**config.mk**
```make
export PLATFORM = sky130hd
export DESIGN_NAME = hsm_back
export DESIGN_NICKNAME = d
export VERILOG_FILES = /design/src/design/hsm_pkg.sv /design/src/design/hsm_back.sv
export SDC_FILE = /design/constraint.sdc
export NUM_CORES = 2
export LEC_CHECK = 0
export BUFFER_PORTS_ARGS = -buffer_cell sky130_fd_sc_hd__buf_2
export CAP_MARGIN = 10
export CORE_ASPECT_RATIO = 0.75
export CORE_MARGIN = 10
export CORE_UTILIZATION = 30
export CTS_CLUSTER_SIZE = 40
export DETAILED_ROUTE_END_ITERATION = 8
export GPL_ROUTABILITY_DRIVEN = 0
export SETUP_SLACK_MARGIN = 0.5
export SYNTH_ARGS = -nofsm -noshare
export SYNTH_HDL_FRONTEND = slang
export SYNTH_SLANG_ARGS = --single-unit
```
**constraint.sdc**
```tcl
create_clock -name aclk -period 12.71 [get_ports aclk]
set_clock_uncertainty 0.1 [all_clocks]
set_input_delay 2.542 -clock aclk [delete_from_list [all_inputs] [get_ports aclk]]
set_output_delay 2.542 -clock aclk [all_outputs]
set_load 0.005 [all_outputs]
```
**src/design/hsm_pkg.sv**
```systemverilog
package hsm_pkg;

    localparam int HSM_MAX_WIDTH  = 4096;
    localparam int HSM_MAX_HEIGHT = 4096;
    localparam int HSM_FIFO_DEPTH = 4;

    localparam int HEIGHT_W = 32;
    localparam int SLOPE_W  = 32;
    localparam int POS_W    = 12;
    localparam int GEOM_W   = 13;
    localparam int INV_W    = 24;
    localparam int CFG_W    = 32;
    localparam int CFG_IDX_W = 2;

    localparam logic [CFG_IDX_W-1:0] REG_IMAGE_WIDTH  = 2'd0;
    localparam logic [CFG_IDX_W-1:0] REG_IMAGE_HEIGHT = 2'd1;
    localparam logic [CFG_IDX_W-1:0] REG_INV_TWO_CELL = 2'd2;

    // one slope job: two pairs of heights to difference plus the pixel tag
    typedef struct packed {
        logic [HEIGHT_W-1:0] hl;
        logic [HEIGHT_W-1:0] hr;
        logic [HEIGHT_W-1:0] hd;
        logic [HEIGHT_W-1:0] hu;
        logic [POS_W-1:0]    col;
        logic [POS_W-1:0]    row;
        logic                last;
    } hsm_job_t;

    typedef struct packed {
        logic [GEOM_W-1:0] width;
        logic [GEOM_W-1:0] height;
        logic              restart;
    } hsm_geom_t;

    typedef enum logic [1:0] {
        F_IDLE,
        F_READ,
        F_BUILD,
        F_PUSH
    } front_state_t;

    typedef enum logic [2:0] {
        B_IDLE,
        B_MUL,
        B_ACC,
        B_PREP,
        B_SQRT,
        B_DONE
    } back_state_t;

endpackage

```
**src/design/hsm_back.sv**
```systemverilog
module hsm_back
    import hsm_pkg::*;
(
    input  logic               aclk,
    input  logic               aresetn,
    input  logic [INV_W-1:0]   inv_two_cell,
    input  logic               job_valid,
    output logic               job_ready,
    input  hsm_job_t           job,
    output logic               m_valid,
    input  logic               m_ready,
    output logic [SLOPE_W-1:0] m_slope,
    output logic [POS_W-1:0]   m_col,
    output logic [POS_W-1:0]   m_row,
    output logic               m_frame_last
);

    back_state_t state_reg, state_next;

    logic [2:0]         idx_reg;
    logic [32:0]        adx_reg, ady_reg;
    logic [56:0]        gx_reg, gy_reg;
    logic [61:0]        prod_reg;
    logic [114:0]       acc_reg;
    logic [63:0]        n_reg;
    logic [34:0]        rem_reg;
    logic [31:0]        root_reg;
    logic [4:0]         it_reg;
    logic               sat_reg;
    logic [POS_W-1:0]   col_reg, row_reg;
    logic               last_reg;
    logic               m_valid_reg;
    logic [SLOPE_W-1:0] m_slope_reg;
    logic [POS_W-1:0]   m_col_reg, m_row_reg;
    logic               m_last_reg;

    logic [32:0]        mul_a;
    logic [28:0]        mul_b;
    logic [114:0]       prod_ext;
    logic [34:0]        rem_t, trial;
    logic               out_free;

    function automatic logic [32:0] abs_diff(input logic [31:0] a, input logic [31:0] b);
        logic [32:0] d;
        d = {b[31], b} - {a[31], a};
        return d[32] ? (~d + 1'b1) : d;
    endfunction

    // shared multiplier: two gradient scalings, then squares as 29-bit partial products
    always_comb begin
        case (idx_reg)
            3'd0:    begin mul_a = adx_reg;               mul_b = 29'(inv_two_cell); end
            3'd1:    begin mul_a = ady_reg;               mul_b = 29'(inv_two_cell); end
            3'd2:    begin mul_a = 33'(gx_reg[28:0]);     mul_b = gx_reg[28:0];      end
            3'd3:    begin mul_a = 33'(gx_reg[56:29]);    mul_b = gx_reg[28:0];      end
            3'd4:    begin mul_a = 33'(gx_reg[56:29]);    mul_b = 29'(gx_reg[56:29]); end
            3'd5:    begin mul_a = 33'(gy_reg[28:0]);     mul_b = gy_reg[28:0];      end
            3'd6:    begin mul_a = 33'(gy_reg[56:29]);    mul_b = gy_reg[28:0];      end
            default: begin mul_a = 33'(gy_reg[56:29]);    mul_b = 29'(gy_reg[56:29]); end
        endcase
    end

    always_comb begin
        case (idx_reg)
            3'd3, 3'd6: prod_ext = 115'(prod_reg) << 30;
            3'd4, 3'd7: prod_ext = 115'(prod_reg) << 58;
            default:    prod_ext = 115'(prod_reg);
        endcase
    end

    assign rem_t    = {rem_reg[32:0], n_reg[63:62]};
    assign trial    = {1'b0, root_reg, 2'b01};
    assign out_free = !m_valid_reg || m_ready;

    always_comb begin
        state_next = state_reg;
        unique case (state_reg)
            B_IDLE: if (job_valid) begin
                state_next = B_MUL;
            end
            B_MUL:  state_next = B_ACC;
            B_ACC:  state_next = (idx_reg == 3'd7) ? B_PREP : B_MUL;
            B_PREP: state_next = B_SQRT;
            B_SQRT: if (it_reg == 5'd31) begin
                state_next = B_DONE;
            end
            B_DONE: if (out_free) begin
                state_next = B_IDLE;
            end
            default: state_next = B_IDLE;
        endcase
    end

    always_comb begin
        job_ready    = state_reg == B_IDLE;
        m_valid      = m_valid_reg;
        m_slope      = m_slope_reg;
        m_col        = m_col_reg;
        m_row        = m_row_reg;
        m_frame_last = m_last_reg;
    end

    always_ff @(posedge aclk) begin
        unique case (state_reg)
            B_IDLE: begin
                adx_reg  <= abs_diff(job.hl, job.hr);
                ady_reg  <= abs_diff(job.hd, job.hu);
                col_reg  <= job.col;
                row_reg  <= job.row;
                last_reg <= job.last;
                acc_reg  <= '0;
            end
            B_MUL: prod_reg <= mul_a * mul_b;
            B_ACC: begin
                case (idx_reg)
                    3'd0:    gx_reg <= prod_reg[56:0];
                    3'd1:    gy_reg <= prod_reg[56:0];
                    default: acc_reg <= acc_reg + prod_ext;
                endcase
            end
            B_PREP: begin
                sat_reg  <= |acc_reg[114:80];
                n_reg    <= acc_reg[79:16];
                rem_reg  <= '0;
                root_reg <= '0;
            end
            B_SQRT: begin
                n_reg <= {n_reg[61:0], 2'b00};
                if (rem_t >= trial) begin
                    rem_reg  <= rem_t - trial;
                    root_reg <= {root_reg[30:0], 1'b1};
                end else begin
                    rem_reg  <= rem_t;
                    root_reg <= {root_reg[30:0], 1'b0};
                end
            end
            B_DONE: if (out_free) begin
                m_slope_reg <= sat_reg ? '1 : root_reg;
                m_col_reg   <= col_reg;
                m_row_reg   <= row_reg;
                m_last_reg  <= last_reg;
            end
            default: ;
        endcase
    end

    always_ff @(posedge aclk) begin
        if (!aresetn) begin
            state_reg   <= B_IDLE;
            idx_reg     <= '0;
            it_reg      <= '0;
            m_valid_reg <= 1'b0;
        end else begin
            state_reg <= state_next;
            if (state_reg == B_IDLE) begin
                idx_reg <= '0;
            end else if (state_reg == B_ACC) begin
                idx_reg <= idx_reg + 1'b1;
            end
            it_reg <= (state_reg == B_SQRT) ? it_reg + 1'b1 : '0;
            if (state_reg == B_DONE && out_free) begin
                m_valid_reg <= 1'b1;
            end else if (m_ready) begin
                m_valid_reg <= 1'b0;
            end
        end
    end

endmodule

```
# == Word-level counts from Yosys, hierarchy flattened ==
# Index checks and enable logic that the tools add are counted.
# totals
word_cells,94
reg_bits,581
in_bits,181
# op_classes
n_reduce_logical,22
magnitude_cmp,1
addsub,8
muxes,19
mul,1
bitwise,3
n_eq_ne,17
# op_table
op,n
$pmux W115 S2,2
$pmux W33 S5,1
$pmux W64 S2,1
$pmux W29 S4,1
$add A115 B115 Y115,1
$mux W115,1
$add A33 B1 Y33 const B,2
$not A33 Y33,2
$pmux W33 S2,1
$sub A32 B32 Y33,2
$mux W32,2
$pmux W32 S2,1
$mul A33 B29 Y62,1
$ge A35 B34 Y1,1
$reduce_or A35 Y1,1
$mux W33,1
$sub A33 B33 Y33,1
$eq A3 B3 Y1 const B,6
$pmux W3 S6,1
$reduce_or A2 Y1,7
$eq A3 B2 Y1 const B,4
$reduce_and A2 Y1,5
$mux W3,3
$ne A2 B2 Y1 const B,4
13 further kinds,19

# == Longest topological paths before layout ==
# depth
ltp_word,6
mapped_depth,39

# == Worst setup path before layout ==
# Ideal clock, no wire load.
# synth_path
path_type,reg2reg
start,register state_reg[1]
end,"register n_reg[0], enable pin"
required_time_ps,11815
path_stages_with_launch,4
path_buffers,1
period_less_slack_ps,10582
arrival_ps,9687
path_slack_ps,2128
path_cell_list,dfxtp_1 -> clkbuf_1 -> nand2_1 -> o21ai_0
# synth_via
elab_chain_cells,2
# synth_rtl
element,line_no,rtl
"start, declared",hsm_back.sv:18,"back_state_t state_reg, state_next;"
"start signal, assigned",hsm_back.sv:154,state_reg <= state_next;
$eq A3 B3 Y1 or $eq A3 B2 Y1 (tied branches),hsm_back.sv:104,unique case (state_reg)
$reduce_bool A2 Y1 (no source line) (*),-,
"end signal, assigned",hsm_back.sv:123,n_reg <= acc_reg[79:16];
"end signal, assigned",hsm_back.sv:128,"n_reg <= {n_reg[61:0], 2'b00};"
"end, declared",hsm_back.sv:25,logic [63:0] n_reg;
# Every way passes the cells marked *; elsewhere a longest branch is shown, timed or not.
# A chain may end at the register's enable or synchronous reset.

# == Worst setup path in the final report ==
# layout_path
start,register idx_reg[0]
end,register prod_reg[60] (data pin)
# layout_via
elab_chain_cells,4
# layout_rtl
element,line_no,rtl
"start, declared",hsm_back.sv:20,logic [2:0] idx_reg;
"start signal, assigned",hsm_back.sv:158,idx_reg <= idx_reg + 1'b1;
"$eq A3 B3 Y1, or another cell as far along",hsm_back.sv:51,case (idx_reg)
$reduce_or A2 Y1 (no source line),-,
$pmux W33 S5 or $pmux W29 S4 (tied branches),hsm_back.sv:51,
$mul A33 B29 Y62 (*),hsm_back.sv:113,B_MUL: prod_reg <= mul_a * mul_b;
"end signal, assigned",hsm_back.sv:113,
"end, declared",hsm_back.sv:23,logic [61:0] prod_reg;
# Marks and branches as above.

==> impl_metrics.yaml <==
cts:
  cts.reportedPaths.clkPinSlew_ns: 0.07
  clockBufferDepth: 3
  clock_latency_at_the_later_pin_of_the_worst_skew_pair_ns: 0.73
  cts_buffers: 56
  cts_resized: 0
  h-tree-depth: 2
  clockRootBuffer: "clkbuf_16"
  sink_count_of_the_clock_tree: 581
  cts-hold-fix-buffers: 0
  cts_tree: "built"
  post-cts-setup-buffers: 0
drt:
  post_drt_via_cell_ratio: 5.30
  average_wire_per_standard_cell_um: 22.4
  ant_nets: 0
  drt-initial-drc-count: 6327
  drtPass1Iterations: 8
  drc: 0
  detail_route.wirelength_um: 234000
  vias: 55400
final_layout:
  max_reg_flops: 115
  area_delta_synth_final_pct: 10.7
  fin_nets: 8916
  layout-drive-gt1-share: 0.0880
  num-fill-cells: 22900
  post-route-cell-area_um2: 74500
timing:
  maxSlewViolCount: 0
  period_minus_slack_ns: 11.67
  setup_repair_after_global_routing_missed_its_margin: "no"
  setup_viol: 0
  max_slew_margin: 0.0824
  maxClockFrequency_ghz: 0.0857
  totalNegativeSetupSlack_ns: 0
  timing.final.hold_violations: 0
  max_slew.worst_pin.slew_ns: 1.38
  final.period_utilization: 0.918
yosys:
  synth_nets: 8813
  area_share_of_the_largest_cell_type_after_synthesis: 0.254
  avgSynthCellArea_um2: 9.19
  netlist_top_cells_area: "edfxtp_1, fa_1, ha_1"
  ys_ff_latch: 581
  syn-cell-area_um2: 67300
  synth_seq_area_share: 0.257
  synth_cells: 7325
  synth-warning-count: 0
  netlist.top_cell.by_area: "edfxtp_1"
  synth_ff_type: "edfxtp_1"
  synth_cell_types: 85
  synth_edf_count: 569
  synth-async-reset-ratio: 0
floorplan:
  die_x_um: 567
  placementRows: 150
  floorplan.die_area_um2: 244000
  boundaryPins: 240
  starting_density: 0.302
  die_y_um: 430
  core_um2: 223000
setup_path:
  crit_path_frequent_cell: "fa_1"
  critical_path_buf_inv_count: 9
  required_ns: 13.08
  worst_path_max_delay_cell: "nand2b_1"
  crit_path_start_kind: "flip-flop"
  critical_path.max_fanout: 19
  worst-endpoint-arrival_ns: 12.03
  nature_of_the_critical_path_endpoint: "flip-flop"
  cp_top_delay_family: "adder cells"
  timing_worst_setup_path_type: "flip-flop to flip-flop"
  critical_path.max_stage_delay_ns: 0.62
hold_path:
  worst_hold_path_type: "flip-flop to flip-flop"
placement:
  placedInstanceArea_um2: 72400
  io_buffer_count: 239
  place_hpwl_um: 188000
grt:
  gr-usage-all-layers: 0.185
  grt_pass1_vias: 54800
  maximum_number_of_pins_on_one_net_before_global_route_repair: 80
  grt-ovfl-total: 0
  grt_antenna_before_repair: 13
  grt_pass1_wl_um: 349000
run_status:
  outcome: "finished, final reports clean"
job:
  maxCapViolations: 0
-- area by class of cell --
type / instances / area (um^2) / share of cell area
clock inverters: 41 / 617 / 0.00828
well taps: 2964 / 3710 / 0.0498
clock buffers: 65 / 1440 / 0.0193
repair buffers: 410 / 2500 / 0.0336
flip-flops and latches: 581 / 17300 / 0.233
multi-input cells: 5345 / 45000 / 0.604
diodes: 17 / 42.5 / 0.000571
inverters: 1034 / 3880 / 0.0521
-- metal layers --
metal  part of all wire  track usage
met1               0.43        0.261
met2               0.40        0.262
met4              0.039       0.0601
met3               0.13       0.0643
met5            0.00023            0
-- kinds of logic after synthesis --
family,count (synthesis),share of synthesized area
compound gates,1285,0.125
flops,581,0.257
simple gates,2399,0.155
fa+ha+maj,1307,0.336
mux,60,0.00950
xor+xnor,294,0.0384
buf+inv,1399,0.0783
-- path summary, 6_finish.rpt --
kind                                         startpoint                     end  slack [ns]  depth (start not counted)
worst min register to register     col_reg[4]$_DFFE_PP_      m_col[4]$_DFFE_PP_        0.32                          0
worst max-delay path            idx_reg[0]$_SDFFE_PP0P_  prod_reg[60]$_DFFE_PP_        1.04                         34
worst min-delay path               col_reg[4]$_DFFE_PP_      m_col[4]$_DFFE_PP_        0.32                          0
worst max register to register  idx_reg[0]$_SDFFE_PP0P_  prod_reg[60]$_DFFE_PP_        1.04                         34
-- through the flow --
stage | std cells | hold WS [ns] | util | worst slack, ns
after global routing | 10400 | 0.324 | 0.334 | 0.776
after CTS | 10400 | 0.319 | 0.334 | 1.40
after detailed placement | 10300 | 0.305 | 0.325 | 1.12
after global placement | 10300 | 0.300 | 0.325 | 1.02
after floorplan | 7325 | 0.300 | - | 2.13
final | 10500 | 0.317 | 0.334 | 1.04
-- placed cells by master, fill, tap and decap left out, types with 39 or more instances in the layout --
cell type     n
o21bai_1     80
clkbuf_16    56
ha_1        472
fa_1        835
a21oi_1     337
inv_1      1034
xor2_1      109
a21o_1      141
edfxtp_1    569
buf_2       239
nand3_1     101
buf_4       169
o21a_1       95
a31oi_1      39
a22oi_1      89
xnor2_1     184
nor2_1      926
nand2_1     864
or2_2        52
o21ai_0     182
nor3_1       64
nand4_1      87
and2_1       89
-- Yosys cell counts, types with 21 or more instances --
| cell type | instances |
|---|---|
| nand3_1 | 101 |
| or2_2 | 53 |
| ha_1 | 472 |
| a21oi_1 | 339 |
| a31oi_1 | 43 |
| nor3_1 | 64 |
| o21ai_0 | 198 |
| clkbuf_1 | 343 |
| nand4_1 | 87 |
| edfxtp_1 | 569 |
| a222oi_1 | 32 |
| mux2_2 | 31 |
| a22oi_1 | 89 |
| nand2_1 | 866 |
| nor2b_1 | 29 |
| nor2_1 | 930 |
| or3_1 | 25 |
| o21ai_1 | 46 |
| nor4_1 | 28 |
| mux2i_1 | 29 |
| fa_1 | 835 |
| a21o_1 | 141 |
| a22o_1 | 31 |
| inv_1 | 1034 |
| xnor2_1 | 184 |
| o21a_1 | 95 |
| o21bai_1 | 80 |
| xor2_1 | 109 |
| nand2b_1 | 35 |
| a211oi_1 | 21 |
| and2_1 | 89 |
| and3_1 | 38 |
-- worst reg2reg max path: cells and delay by family (launching register included) --
family | cells | cell delay, ns
simple gates | 7 | 1.97
compound gates | 8 | 2.29
buf+inv | 9 | 1.65
fa+ha+maj | 10 | 4.91
flops | 1 | 0.48
Power is left out: the tool's default activity adds up to more than one toggle a clock period on the data nets, which glitch-free logic cannot reach.
