==> src/design/hsm_pkg.sv <==
package hsm_pkg;

    localparam int HSM_MAX_WIDTH  = 4096;
    localparam int HSM_MAX_HEIGHT = 4096;
    localparam int HSM_FIFO_DEPTH = 4;

    localparam int HEIGHT_W = 32;
    localparam int SLOPE_W  = 32;
    localparam int POS_W    = 12;
    localparam int GEOM_W   = 13;
    localparam int INV_W    = 24;
    localparam int CFG_W    = 32;
    localparam int CFG_IDX_W = 2;

    localparam logic [CFG_IDX_W-1:0] REG_IMAGE_WIDTH  = 2'd0;
    localparam logic [CFG_IDX_W-1:0] REG_IMAGE_HEIGHT = 2'd1;
    localparam logic [CFG_IDX_W-1:0] REG_INV_TWO_CELL = 2'd2;

    // one slope job: two pairs of heights to difference plus the pixel tag
    typedef struct packed {
        logic [HEIGHT_W-1:0] hl;
        logic [HEIGHT_W-1:0] hr;
        logic [HEIGHT_W-1:0] hd;
        logic [HEIGHT_W-1:0] hu;
        logic [POS_W-1:0]    col;
        logic [POS_W-1:0]    row;
        logic                last;
    } hsm_job_t;

    typedef struct packed {
        logic [GEOM_W-1:0] width;
        logic [GEOM_W-1:0] height;
        logic              restart;
    } hsm_geom_t;

    typedef enum logic [1:0] {
        F_IDLE,
        F_READ,
        F_BUILD,
        F_PUSH
    } front_state_t;

    typedef enum logic [2:0] {
        B_IDLE,
        B_MUL,
        B_ACC,
        B_PREP,
        B_SQRT,
        B_DONE
    } back_state_t;

endpackage

==> src/design/hsm_fifo.sv <==
module hsm_fifo
    import hsm_pkg::*;
#(
    parameter int DEPTH = HSM_FIFO_DEPTH
) (
    input  logic     aclk,
    input  logic     aresetn,
    input  logic     wr_valid,
    output logic     wr_ready,
    input  hsm_job_t wr_data,
    output logic     rd_valid,
    input  logic     rd_ready,
    output hsm_job_t rd_data
);

    localparam int PW = (DEPTH > 1) ? $clog2(DEPTH) : 1;

    hsm_job_t          store [DEPTH];
    logic [PW-1:0]     wptr_reg;
    logic [PW-1:0]     rptr_reg;
    logic [PW:0]       count_reg;
    logic              do_wr;
    logic              do_rd;

    assign wr_ready = (count_reg != (PW+1)'(DEPTH));
    assign rd_valid = (count_reg != '0);
    assign rd_data  = store[rptr_reg];
    assign do_wr    = wr_valid && wr_ready;
    assign do_rd    = rd_valid && rd_ready;

    always_ff @(posedge aclk) begin
        if (do_wr) begin
            store[wptr_reg] <= wr_data;
        end
    end

    always_ff @(posedge aclk) begin
        if (!aresetn) begin
            wptr_reg  <= '0;
            rptr_reg  <= '0;
            count_reg <= '0;
        end else begin
            if (do_wr) begin
                wptr_reg <= (wptr_reg == PW'(DEPTH - 1)) ? '0 : wptr_reg + 1'b1;
            end
            if (do_rd) begin
                rptr_reg <= (rptr_reg == PW'(DEPTH - 1)) ? '0 : rptr_reg + 1'b1;
            end
            if (do_wr && !do_rd) begin
                count_reg <= count_reg + 1'b1;
            end else if (do_rd && !do_wr) begin
                count_reg <= count_reg - 1'b1;
            end
        end
    end

endmodule

==> config.mk <==
export PLATFORM = sky130hd
export DESIGN_NAME = hsm_fifo
export DESIGN_NICKNAME = d
export VERILOG_FILES = /design/src/design/hsm_pkg.sv /design/src/design/hsm_fifo.sv
export SDC_FILE = /design/constraint.sdc
export NUM_CORES = 1
export LEC_CHECK = 0
export BUFFER_PORTS_ARGS = -buffer_cell sky130_fd_sc_hd__buf_2
export CAP_MARGIN = 40
export CELL_PAD_IN_SITES_DETAIL_PLACEMENT = 0
export CELL_PAD_IN_SITES_GLOBAL_PLACEMENT = 2
export CORE_ASPECT_RATIO = 0.7
export CORE_UTILIZATION = 49
export DETAILED_ROUTE_END_ITERATION = 16
export GPL_ROUTABILITY_DRIVEN = 0
export HOLD_SLACK_MARGIN = 0.08
export PLACE_DENSITY = 0.87
export REMOVE_ABC_BUFFERS = 1
export SLEW_MARGIN = 20
export SYNTH_ARGS = -nofsm -noshare
export SYNTH_HDL_FRONTEND = slang
export SYNTH_SLANG_ARGS = --single-unit
==> constraint.sdc <==
create_clock -name aclk -period 13.9 [get_ports aclk]
set_input_delay 4.17 -clock aclk [delete_from_list [all_inputs] [get_ports aclk]]
set_output_delay 4.17 -clock aclk [all_outputs]
set_load 0.02 [all_outputs]
# ---- Yosys cells after proc, flatten, opt, wreduce, memory -nomap -nowiden
# Memory sizes are Yosys's and may differ from the RTL's. A register that Yosys moved wholly into a read port is not among the register bits.
# Index checks and enable logic that the tools add are counted.
dict set report word_totals {
  reg_bits 7
  mem_bits_rw 612
  in_bits 157
  out_inout_bits 155
  elab_cells 27
  mem_count 1
}
# memory words width read_ports rd_ports_with_merged_regs wr line_no
set memory_table {}
lappend memory_table {store 4 153 1 1 1 hsm_fifo.sv:18} ;# hsm_job_t store [DEPTH];
dict set report classes {
  add_sub_neg 4
  n_eq_ne 3
  mux 8
  n_reduce_logical 8
}
# cell count
set ops {}
lappend ops {{$mux 2} 4}
lappend ops {{$mux 3} 2}
lappend ops {{$add 2x1->2 const B} 2}
lappend ops {{$eq 2x2->1 const B} 2}
lappend ops {{$logic_and 1x1->1} 4}
lappend ops {{$add 3x1->3 const B} 1}
lappend ops {{$ne 3x3->1 const B} 1}
lappend ops {{$reduce_bool 3->1} 1}
lappend ops {{$sub 3x1->3 const B} 1}
lappend ops {{$logic_not 1->1} 2}
lappend ops {{$mux 1} 2}
lappend ops {{$reduce_bool 2->1} 1}

# ---- Logic depth before layout (Yosys ltp)
# Gate-level depths: netlist of run 1.
dict set report logic_depth {
  ltp_word 6
  depth_mapped 9
  ltp_nobuf 8
}

# ---- Worst setup path after synthesis of run 1
# No wires, ideal clock.
dict set report synth_timing {
  path_kind {input -> register}
  from {in wr_valid}
  to {mem store[3][0] (netlist name) (enable)}
  setup_time_ps 532
  arrival_ps 7730
  required_ps 13368
  path_slack_ps 5638
  stages 1
  n_path_buf 0
  cell_sequence {and3_1}
}
dict set report synth_between {
  elab_chain_len 3
}
# element line_no
set synth_rtl {}
lappend synth_rtl {{start, declared} hsm_fifo.sv:8} ;# input logic wr_valid,
lappend synth_rtl {{$logic_and 1x1->1} hsm_fifo.sv:28} ;# assign do_wr = wr_valid && wr_ready;
lappend synth_rtl {{$mux 1} hsm_fifo.sv:32} ;# if (do_wr) begin
lappend synth_rtl {{$mux 1 (not written as such)} hsm_fifo.sv:33} ;# store[wptr_reg] <= wr_data;
lappend synth_rtl {{end, declared} hsm_fifo.sv:18}
# No other way between the ends.

==> results of run 1 <==
## cell usage in the layout (no fill, tap or decap), types with 3 or more instances in the layout
master      Yosys  final
o21ai_0         4      4
clkinv_1        0      9
clkbuf_16       0     58
buf_4           0     11
buf_2          17    311
ha_1            6      6
clkinvlp_4      0      4
diode_2         0      8
dfxtp_1         9      7
and3_4          0      4
clkbuf_1        7      7
nand2_1         5      5
buf_16          0      3
buf_12          0      5
inv_1           3      3
clkinv_2        0     14
edfxtp_1      612    612
bufinv_16       0      9
mux4_2        153    153
## final cells by class
type | instances | area (µm²)
multi-input combinational | 190 | 3744
fill | 3202 | 18360
clock buffer | 65 | 1478
sequential | 621 | 18570
inverter | 3 | 11.26
timing repair buffer | 330 | 1822
tap | 603 | 754.5
antenna | 8 | 20.02
clock inverter | 41 | 462.9
## metal layers
| layer | wire (µm) | track usage (%) | vias to the layer above |
|---|---|---|---|
| met1 | 17950 | 25.84 | 5351 |
| met4 | 944 | 5.136 | 8 |
| li1 | - | - | 4403 |
| met2 | 20250 | 27.81 | 300 |
| met3 | 3105 | 5.373 | 72 |
| met5 | 46 | 0.4115 | - |
## worst max-delay path: stages, from the launching register on
cell	delay [ps]
dfxtp_4	730
buf_12	560
mux4_2	640
buf_2	180
## worst max path at each step
stage,end,slack (ps)
3_3_place_gp,rd_data[133],7360
4_1_cts,rd_data[90],6710
2_1_floorplan,rd_data[0],2610
6_report,rd_data[79],6840
3_5_place_dp,rd_data[101],7370
5_1_grt,rd_data[133],6600
## per-stage QoR
stage	instances	utilization (%)	cell area, µm²
floorplan	814	-	22290
global placement	1740	54.70	24730
detailed placement	1746	55.00	24870
CTS	1852	59.29	26810
global route	1856	59.37	26840
finish	1861	59.39	26860
## power groups by stage
stage	clock (W)	sequential, W	combinational [W]
finish	0.00159	0.00234	0.00112
global route	0.00169	0.00236	0.00120
CTS	0.00163	0.00234	0.00114
detailed placement	0	0.00238	0.00114
global placement	0	0.00237	0.00113
floorplan	0	0.00246	0.000749
## cells by family after synthesis
| kind of cell | Yosys count |
|---|---|
| AO/OA/AOI/OAI | 6 |
| adder cells (fa/ha/maj) | 7 |
| flip-flops | 621 |
| XOR/XNOR | 2 |
| buffers and inverters | 39 |
| multiplexers | 155 |
| AND/OR/NAND/NOR | 20 |
==> results.md, run 1 <==
* Status: finished, final reports clean
* Fmax at 0.1417 GHz
* Adder-Cell Fraction of Synth Area at 0.4223%
* Clock transition at path regs at 60 ps
* Layout cell share with drive strength beyond 1 at 46.40%
* Worst min-delay path endpoint: wptr_reg[1]
* Proportion of synthesized area in mux cells at 15.39%
* Clock sink count at 621
* Initial antenna violation count at 10
* Setup Crit Path Kind: flop to primary output
* Final wirelength at 42300 µm
* Total CTS buffers at 56
* Leakage at 8.929 nW
* Ys async rst share at 0%
* Die width at 258.2 µm
* Layout overhead on the synthesized area at 19.27%
* Cell-internal power at 0.003663 W
* Seq/Total Area, Yosys at 82.41%
* Synth top area cells: edfxtp_1 (82%), mux4_2 (15%), dfxtp_1 (0.80%)
* WP data arrival at 2890 ps
* DR pass1 iterations at 5
* Slew margin rel. at 45.72%
* Detailed Route Iter0 Violations at 676
* Syn Inst Count at 850
* Actual slew at the worst max-slew pin at 814.1 ps
* EDFF count, synth at 612
* Pwr Density at 188.0 nW/µm²
* Crit path max fanout at 88
* DR vias at 10130
* Critical path endpoint category: primary output
* Vias in the first global route at 10280
* Hold_ws at 507.9 ps
* Clock buffer depth at 3
* Post-synth top flop: edfxtp_1
* Netlist Area Pre-Place at 22520 µm²
* Max-Cap Viols at 0
* CTS tree: built
* Cell with the most instances after synthesis: edfxtp_1
* Reg2reg start: count_reg[0]
* Synthesized flop and latch total at 621
* Sequential Power Share at 46.3%
* Final nets at 1366
* Die ar. at 46830 µm²
* # setup viols final at 0
* Synth top area share at 81.61%
* Post-route setup TNS at 0 ps
* Reg2Reg Depth at 4
* Clock power frac at 31.5%
* Skew final at 12.55 ps
* Post-Synth XOR/XNOR Area at 0.07779%
* Routed Antenna Nets at 0
* Main combinational cell family by area after synthesis: multiplexers
* Switching power at 0.001385 W
* Reg-to-Reg End: store[1][25]
* Initial core utilization at 49.80%
* Largest net degree at the start of global routing at 89
* Hold-fix buffers, CTS at 0
* Pwr Total at 0.005048 W
* CP required at 9730 ps
* Mean Syn Cell Area at 26.49 µm²
* Source of the worst hold timing path: wptr_reg[1]
* Number of flip-flops in the largest register at 612
* Wire length per cell at 22.73 µm
* IO Port Bufs at 311
* Final Hold Viols at 0
* Global Route Usage Sum at 18.24%
* Post-synthesis compound-gate area fraction at 0.1556%
* Post-CTS Resized at 0
* First-pass GRT wire length at 63350 µm
* GR Overflow Total at 0
* Total I/O pin count at 312
* Clock Root Buffer: clkbuf_16
* Clock insertion delay at the later pin of the skew report at 590 ps
* Tcrit/Tclk final at 50.77%
* RSZ-0062 raised after global routing: false
* CTS H-tree depth at 2
* Peak VDD IR at 0.1034 mV
* Die Y at 181.4 µm
* # Post-CTS Setup Buffers at 0
* Simple-Gate Fraction of Synth Area at 0.4890%
* Crit path time final at 7057 ps
* Vias/cell at 5.445
* Power share of the combinational group at 22.3%
* Residual DRC at 0
* Top cell type by total area after synthesis: edfxtp_1
* Final slew viol count at 0
* Rows at 65
* Distinct cells, synth at 27
* DP HPWL at 25910 µm
* Top cells by count, synth: edfxtp_1 (612), mux4_2 (153), buf_2 (17)
* Dpl ws at 7374 ps
* Sw Ratio at 27.43%
* Crit start category: flop
* Worst Hold Depth at 2
* HP Class: flop to flop
* Synth warnings at 0
* R2r setup slk at 11230 ps
* Core box area at 45220 µm²
* Worst Slack Setup Final at 6843 ps
Note: power is estimated with default switching activity, not from simulation.
==> run 2: changes to the inputs <==
--- a/config.mk
+++ b/config.mk
@@ -10,11 +10,11 @@
 export CELL_PAD_IN_SITES_DETAIL_PLACEMENT = 0
 export CELL_PAD_IN_SITES_GLOBAL_PLACEMENT = 2
 export CORE_ASPECT_RATIO = 0.7
-export CORE_UTILIZATION = 49
+export CORE_UTILIZATION = 41
 export DETAILED_ROUTE_END_ITERATION = 16
 export GPL_ROUTABILITY_DRIVEN = 0
 export HOLD_SLACK_MARGIN = 0.08
-export PLACE_DENSITY = 0.87
+export PLACE_DENSITY = 0.78
 export REMOVE_ABC_BUFFERS = 1
 export SLEW_MARGIN = 20
 export SYNTH_ARGS = -nofsm -noshare
==> constraint.sdc (replaced) <==
create_clock -name aclk -period 6.36 [get_ports aclk]
set_input_delay 1.908 -clock aclk [delete_from_list [all_inputs] [get_ports aclk]]
set_output_delay 1.908 -clock aclk [all_outputs]
set_load 0.02 [all_outputs]
==> run 2 against run 1 <==
Routed wire length grew 0.19%. Via count shrank 1.9%. Sequential power grew 120%. Combinational power grew 130%. Worst setup slack lost 5000 ps. Worst hold slack gained 2.2 ps. Clock power grew 110%. Clock skew shrank 4.5 ps. Register-to-register slack lost 7200 ps. Critical path type unchanged.
==> results.md, run 2 (synthesis results as in run 1) <==
* Initial core utilization at 41.69%
* Final slew viol count at 0
* HP Class: flop to flop
* Pwr Density at 406.1 nW/µm²
* Number of flip-flops in the largest register at 612
* Residual DRC at 0
* Die ar. at 55880 µm²
* Clock Root Buffer: clkbuf_16
* DP HPWL at 25700 µm
* Final Hold Viols at 0
* DR pass1 iterations at 4
* Status: finished, final reports clean
* Hold-fix buffers, CTS at 0
* Detailed Route Iter0 Violations at 503
* WP data arrival at 2590 ps
* Global Route Usage Sum at 14.99%
* Commonest non-fill, non-tap cells in the layout: edfxtp_1 (612), buf_2 (311), mux4_2 (153), clkbuf_16 (57)
* Routed Antenna Nets at 0
* Die width at 282.1 µm
* Crit path max fanout at 27
* Clock insertion delay at the later pin of the skew report at 590 ps
* Final instance area at 26890 µm²
* GR Overflow Total at 0
* Setup Crit Path Kind: flop to primary output
* Placed cells at 1875
* Max-Cap Viols at 0
* Crit path time final at 4495 ps
* Leakage at 8.857 nW
* Wire length per cell at 21.36 µm
* Worst Slack Setup Final at 1865 ps
* IO Port Bufs at 311
* Skew final at 8.060 ps
* CTS H-tree depth at 2
* Tcrit/Tclk final at 70.68%
* Clock sink count at 621
* Rows at 71
* Vias in the first global route at 10300
* Crit start category: flop
* Clock buffer depth at 3
* RSZ-0062 raised after global routing: false
* Core box area at 54010 µm²
* First-pass GRT wire length at 62600 µm
* Actual slew at the worst max-slew pin at 673.1 ps
* Total CTS buffers at 56
* Clock transition at path regs at 60 ps
* Fill count at 4379
* Post-CTS Resized at 0
* CP required at 4450 ps
* Slew margin rel. at 55.12%
* Hold_ws at 510.0 ps
* Layout overhead on the synthesized area at 19.41%
* Total I/O pin count at 312
* # setup viols final at 0
* Die Y at 198.1 µm
* Most common cell after layout, fill and taps aside: edfxtp_1
* Layout Cells excl Fill at 1984
* Initial antenna violation count at 8
* Vias/cell at 5.013
* Final nets at 1367
* Final wirelength at 42380 µm
* Largest net degree at the start of global routing at 90
* CTS tree: built
* Peak VDD IR at 0.2089 mV
* Fmax at 0.2225 GHz
* Layout cell share with drive strength beyond 1 at 45.51%
* Placed Area at 25070 µm²
* Dpl ws at 2403 ps
* # Post-CTS Setup Buffers at 0
* DR vias at 9946
* Critical path endpoint category: primary output
## run 2: cell type report
| type | count | area (µm²) | share of cell area [%] |
|---|---|---|---|
| clock inverters | 33 | 325.3 | 1.210 |
| inverters | 3 | 11.26 | 0.04188 |
| repair buffers | 331 | 1839 | 6.840 |
| clock buffers | 70 | 1475 | 5.486 |
| well taps | 730 | 913.4 | 3.397 |
| diodes | 6 | 15.01 | 0.05584 |
| multi-input cells | 190 | 3744 | 13.92 |
| flip-flops and latches | 621 | 18570 | 69.05 |
## run 2: worst max-delay path, cell delays in order (launching register included)
cell and delay, ps:
dfxtp_4 580, buf_16 270, buf_4 370, mux4_2 550
buf_2 170
## run 2: where the power goes
part           internal (W)  switching (W)
combinational       0.00104        0.00148
clock               0.00189        0.00143
sequential          0.00496       0.000124
total               0.00789        0.00303
## run 2: path summary, 6_finish.rpt
| path | slack, ps | cells past startpoint | endpoint | startpoint |
|---|---|---|---|---|
| hold reg to reg | 510 | 2 | wptr_reg[1] | wptr_reg[1] |
| setup / recovery | 1860 | 4 | rd_data[139] | flop |
| setup reg to reg | 3990 | 3 | store[2][23] | count_reg[0] |
| hold / removal | 510 | 2 | wptr_reg[1] | wptr_reg[1] |
## run 2: stage by stage
step	utilization, %	setup TNS (ps)	total power (W)
floorplan	-	-407640	0.007002
global placement	46.33	0	0.007695
detailed placement	46.42	0	0.007752
CTS	49.75	0	0.01109
global route	49.77	0	0.01138
finish	49.78	0	0.01092
## run 2: metal layers
metal  up-vias  wire length (µm)  global-route usage (%)
li1       4415                 -                       -
met2       250             19970                   23.00
met4         6               853                   4.509
met1      5197             18090                   20.31
met3        78              3425                   5.074
met5         -                34                       0
